## src/hw/rtl/cc20_pkg.sv

```systemverilog
package cc20_pkg;
   localparam int DoubleRounds = 10;
   localparam int RoundCycles  = 2 * DoubleRounds;
   localparam int RcntW        = $clog2(RoundCycles + 1);
   localparam logic [31:0] Sigma0 = 32'h61707865;
   localparam logic [31:0] Sigma1 = 32'h3320646e;
   localparam logic [31:0] Sigma2 = 32'h79622d32;
   localparam logic [31:0] Sigma3 = 32'h6b206574;

   typedef enum logic [2:0] {
      REG_KEY0   = 3'd0,
      REG_KEY1   = 3'd1,
      REG_KEY2   = 3'd2,
      REG_KEY3   = 3'd3,
      REG_NONCE0 = 3'd4,
      REG_NONCE1 = 3'd5,
      REG_CTR    = 3'd6
   } reg_idx_type;

   typedef enum logic [1:0] {
      KS_EMPTY = 2'd0,
      KS_ROUND = 2'd1,
      KS_READY = 2'd2
   } ks_state_type;

   // front -> back queue entry
   typedef struct packed {
      logic [7:0] data;
      logic       last;
   } item_type;

   function automatic logic [31:0] rotl(input logic [31:0] v, input int n);
      rotl = (v << n) | (v >> (32 - n));
   endfunction

   function automatic logic [127:0] qr(input logic [31:0] a, input logic [31:0] b,
                                       input logic [31:0] c, input logic [31:0] d);
      logic [31:0] ta, tb, tc, td;
      ta = a + b;   td = rotl(d ^ ta, 16);
      tc = c + td;  tb = rotl(b ^ tc, 12);
      ta = ta + tb; td = rotl(td ^ ta, 8);
      tc = tc + td; tb = rotl(tb ^ tc, 7);
      qr = {td, tc, tb, ta};
   endfunction
endpackage

```

## src/hw/rtl/cc20_front.sv

```systemverilog
// Input side: two-entry queue of accepted bytes.
module cc20_front (
   input  logic               clock,
   input  logic               reset,
   input  logic               in_valid,
   output logic               in_ready,
   input  cc20_pkg::item_type in_item,
   output logic               q_valid,
   input  logic               q_take,
   output cc20_pkg::item_type q_item
);
   cc20_pkg::item_type mem_ff [2];
   logic                wp_ff, wp_in, rp_ff, rp_in;
   logic [1:0]          cnt_ff, cnt_in;
   logic                push, pop;

   assign in_ready = (cnt_ff != 2'd2);
   assign q_valid  = (cnt_ff != 2'd0);
   assign q_item   = mem_ff[rp_ff];
   assign push     = in_valid && in_ready;
   assign pop      = q_take && q_valid;

   always_comb begin
      wp_in  = push ? ~wp_ff : wp_ff;
      rp_in  = pop ? ~rp_ff : rp_ff;
      cnt_in = cnt_ff + {1'b0, push} - {1'b0, pop};
   end

   always_ff @(posedge clock) begin
      if (push) begin
         mem_ff[wp_ff] <= in_item;
      end
      if (reset) begin
         wp_ff  <= 1'b0;
         rp_ff  <= 1'b0;
         cnt_ff <= 2'd0;
      end else begin
         wp_ff  <= wp_in;
         rp_ff  <= rp_in;
         cnt_ff <= cnt_in;
      end
   end
endmodule

```

## config.mk

```make
export PLATFORM = sky130hd
export DESIGN_NAME = cc20_front
export DESIGN_NICKNAME = d
export VERILOG_FILES = /design/src/hw/rtl/cc20_pkg.sv /design/src/hw/rtl/cc20_front.sv
export SDC_FILE = /design/constraint.sdc
export NUM_CORES = 1
export LEC_CHECK = 0
export ABC_AREA = 0
export BUFFER_PORTS_ARGS = -buffer_cell sky130_fd_sc_hd__buf_2
export CAP_MARGIN = 15
export CORE_UTILIZATION = 30
export CTS_CLUSTER_SIZE = 8
export DETAILED_ROUTE_END_ITERATION = 16
export GPL_TIMING_DRIVEN = 0
export HOLD_SLACK_MARGIN = 0.1
export PLACE_DENSITY = 0.63
export SYNTH_ARGS = -nofsm -noshare
export SYNTH_HDL_FRONTEND = slang
export SYNTH_SLANG_ARGS = --single-unit
```

## constraint.sdc

```tcl
create_clock -name clock -period 2.1 [get_ports clock]
set_input_delay 0.42 -clock clock [delete_from_list [all_inputs] [get_ports clock]]
set_output_delay 0.42 -clock clock [all_outputs]
set_load 0.01 [all_outputs]
```

==> impl_metrics.tcl <==
set metrics [dict create \
    status "finished clean" \
    synthFlopType "edfxtp_1" \
    wire_per_inst_um 11.8 \
    cp-start-kind "register" \
    h-tree-depth 1 \
    firstDrtPassIters 2 \
    overflow 0 \
    holdPathStages 1 \
    grt_pass1_wl_um 2100 \
    yosys-top-cells-count "edfxtp_1, mux2_1, dfxtp_1, nor2_1" \
    wl_um 1290 \
    timing.fmax_ghz 0.566 \
    path_clk_slew_ns 0.12 \
    post-cts-setup-buffers 0 \
    synth-compound-area-share_pct 0.990 \
    place_ws_ns 0.456 \
    critPathRequiredTime_ns 1.68 \
    holdCritStartpoint "in_item[6]" \
    cts.sinks 23 \
    cp_cell_sequence "buf_2 > mux2_1 > buf_2" \
    peakVddDrop_uv 687 \
    yosysMostFrequentCell "edfxtp_1" \
    placed_area_um2 1040 \
    critPathMaxStageDelay_ns 0.36 \
    netlist_instances 52 \
    cts_resized 0 \
    critPathKind "register to output port" \
    cp_num_cells 3 \
    drt.antenna.violating_nets 0 \
    min_period_over_period_pct 84.1 \
    postLayoutCellArea_um2 1070 \
    die-area_um2 3170 \
    tightest_slew_ns 0.795 \
    clock_skew_ns 0.00821 \
    core_area_um2 2780 \
    ys_top_cells_by_area "edfxtp_1, mux2_1, dfxtp_1" \
    dr.first_iter.drc_count 4 \
    yosysSeqAreaShare_pct 72.4 \
    avgSynthCellArea_um2 17.0 \
    die_w_um 56.3 \
    port_buffers 23 \
    timing.rr.start "cnt_ff[0]$_SDFF_PP0_" \
    holdCritPathClass "input port to register" \
    slew_headroom_pct 46.8 \
    fin_nets 95 \
    clk_path_buf_depth 2 \
    grt_max_degree 14 \
    clkLatencyLatePin_ns 0.30 \
    setup_ws_ns 0.335 \
    rsz0062_at_grt "false" \
    yosysWarnings 0 \
    cp.arrival_ns 1.35 \
    fin_setup_tns_ns 0 \
    n_antenna_cell 0 \
    fin_util_pct 38.3 \
    synthAdderAreaFrac_pct 2.83 \
    grt_usage_pct 9.24 \
    start_util_pct 31.8 \
    grt_pass1_vias 483 \
    cp_num_buf_inv 2 \
    cts-root-buf "clkbuf_4" \
    power_density_nw_per_um2 1090 \
    hold_buffers 0 \
    synth_top_area_share_pct 61.1 \
    slowest_stage "mux2_1" \
    ys_ff_latch 23 \
    cp_top_family "buffers and inverters" \
    critPathCaptureType "output port" \
    finalMaxSlewViolations 0 \
    layout-drive-gt1-share_pct 40.5 \
    crit_path_max_fanout 9 \
    ff2ff_path_depth 3 \
    setup_violations 0 \
    yosys.area_share.simple_pct 6.65 \
    synthMuxAreaShare_pct 13.2 \
    async_flop_share_pct 0 \
    drv_cap 0 \
    cts_buffers 3 \
    syn_area_um2 885 \
    drc 0 \
    vias 481 \
    finalHoldViolations 0 \
    tritoncts "yes" \
    globalplace.congestion 0.602 \
    die_h_um 56.3 \
    crit_top_cell "buf_2" \
    synth_top_cell_by_area "edfxtp_1" \
    p_leak_nw 0.432 \
    io_pins 24 \
    antenna_found_initial 0 \
    synth_xor_area_share_pct 2.97 \
    hpwlAfterDp_um 919 \
    num-fill-cells 266 \
    synth_edf_count 18 \
    synth_top_family_by_area "multiplexers" \
    syn_nets 67 \
    via_per_inst 4.37 \
    fp-row-count 19 \
    yosys.cell_types.count 16 \
    min_period_ns 1.77 \
    area_growth_pct 20.5 \
]
## flip-flops by register name (all words and copies together) (netlist names), named ones only
name / count
mem_ff: 18
cnt_ff: 2
rp_ff: 1
wp_ff: 1
## layout by cell type, fill, tap and decap left out
cell and count:
and3_1 1, buf_2 24, clkbuf_4 3, clkinv_2 1, dfxtp_1 5, edfxtp_1 18
ha_1 2, inv_1 1, mux2_1 9, mux2_4 1, nand2_2 1, nand2b_2 1
nor2_1 5, nor2b_1 2, o21a_2 1, or2_1 1, xnor2_1 2, xor2_1 1
## final cells by class
class,count,area [um^2],area share (%)
flip-flops and latches,23,641,60.1
plain buffers,1,5.00,0.469
multi-input cells,27,235,22.1
inverters,1,3.75,0.352
repair buffers,23,115,10.8
clock inverters,1,5.00,0.469
well taps,31,38.8,3.64
clock buffers,3,22.5,2.11
## final timing paths
check | endpoint | slack [ns]
hold / removal | mem_ff[1][6]$_DFFE_PP_ | 0.30
setup / recovery | q_item[2] | 0.33
setup reg to reg | mem_ff[0][1]$_DFFE_PP_ | 0.51
hold reg to reg | register | 0.53
## metal layers
| metal | GRT usage [%] | share of wire, % |
|---|---|---|
| met2 | 15.6 | 48 |
| met1 | 9.42 | 42 |
| met4 | 3.14 | 0 |
| met5 | 0 | 0 |
| met3 | 5.53 | 9.8 |
## cell families (layout without fill, tap and decap cells)
kind of cell | Yosys count | count (layout)
AOI/OAI and AO/OA | 1 | 1
buffers and inverters | 2 | 29
adders and majority gates | 2 | 2
DFF | 23 | 23
muxes | 10 | 10
xor gates and xnor gates | 3 | 3
and+or+nand+nor | 11 | 11
## power by group
group / internal, mW / switching [mW]
combinational: 0.172 / 0.186
clock: 0.0709 / 0.119
sequential: 0.579 / 0.0314
total: 0.822 / 0.336
## per-stage QoR
stage | power (mW) | std cells | hold WS (ns)
2_1_floorplan | 0.860 | 52 | 0.480
3_3_place_gp | 0.970 | 106 | 0.493
3_5_place_dp | 0.986 | 106 | 0.497
4_1_cts | 1.18 | 110 | 0.281
5_1_grt | 1.24 | 110 | 0.269
6_report | 1.16 | 110 | 0.297
(Power assumes the default switching activity.)
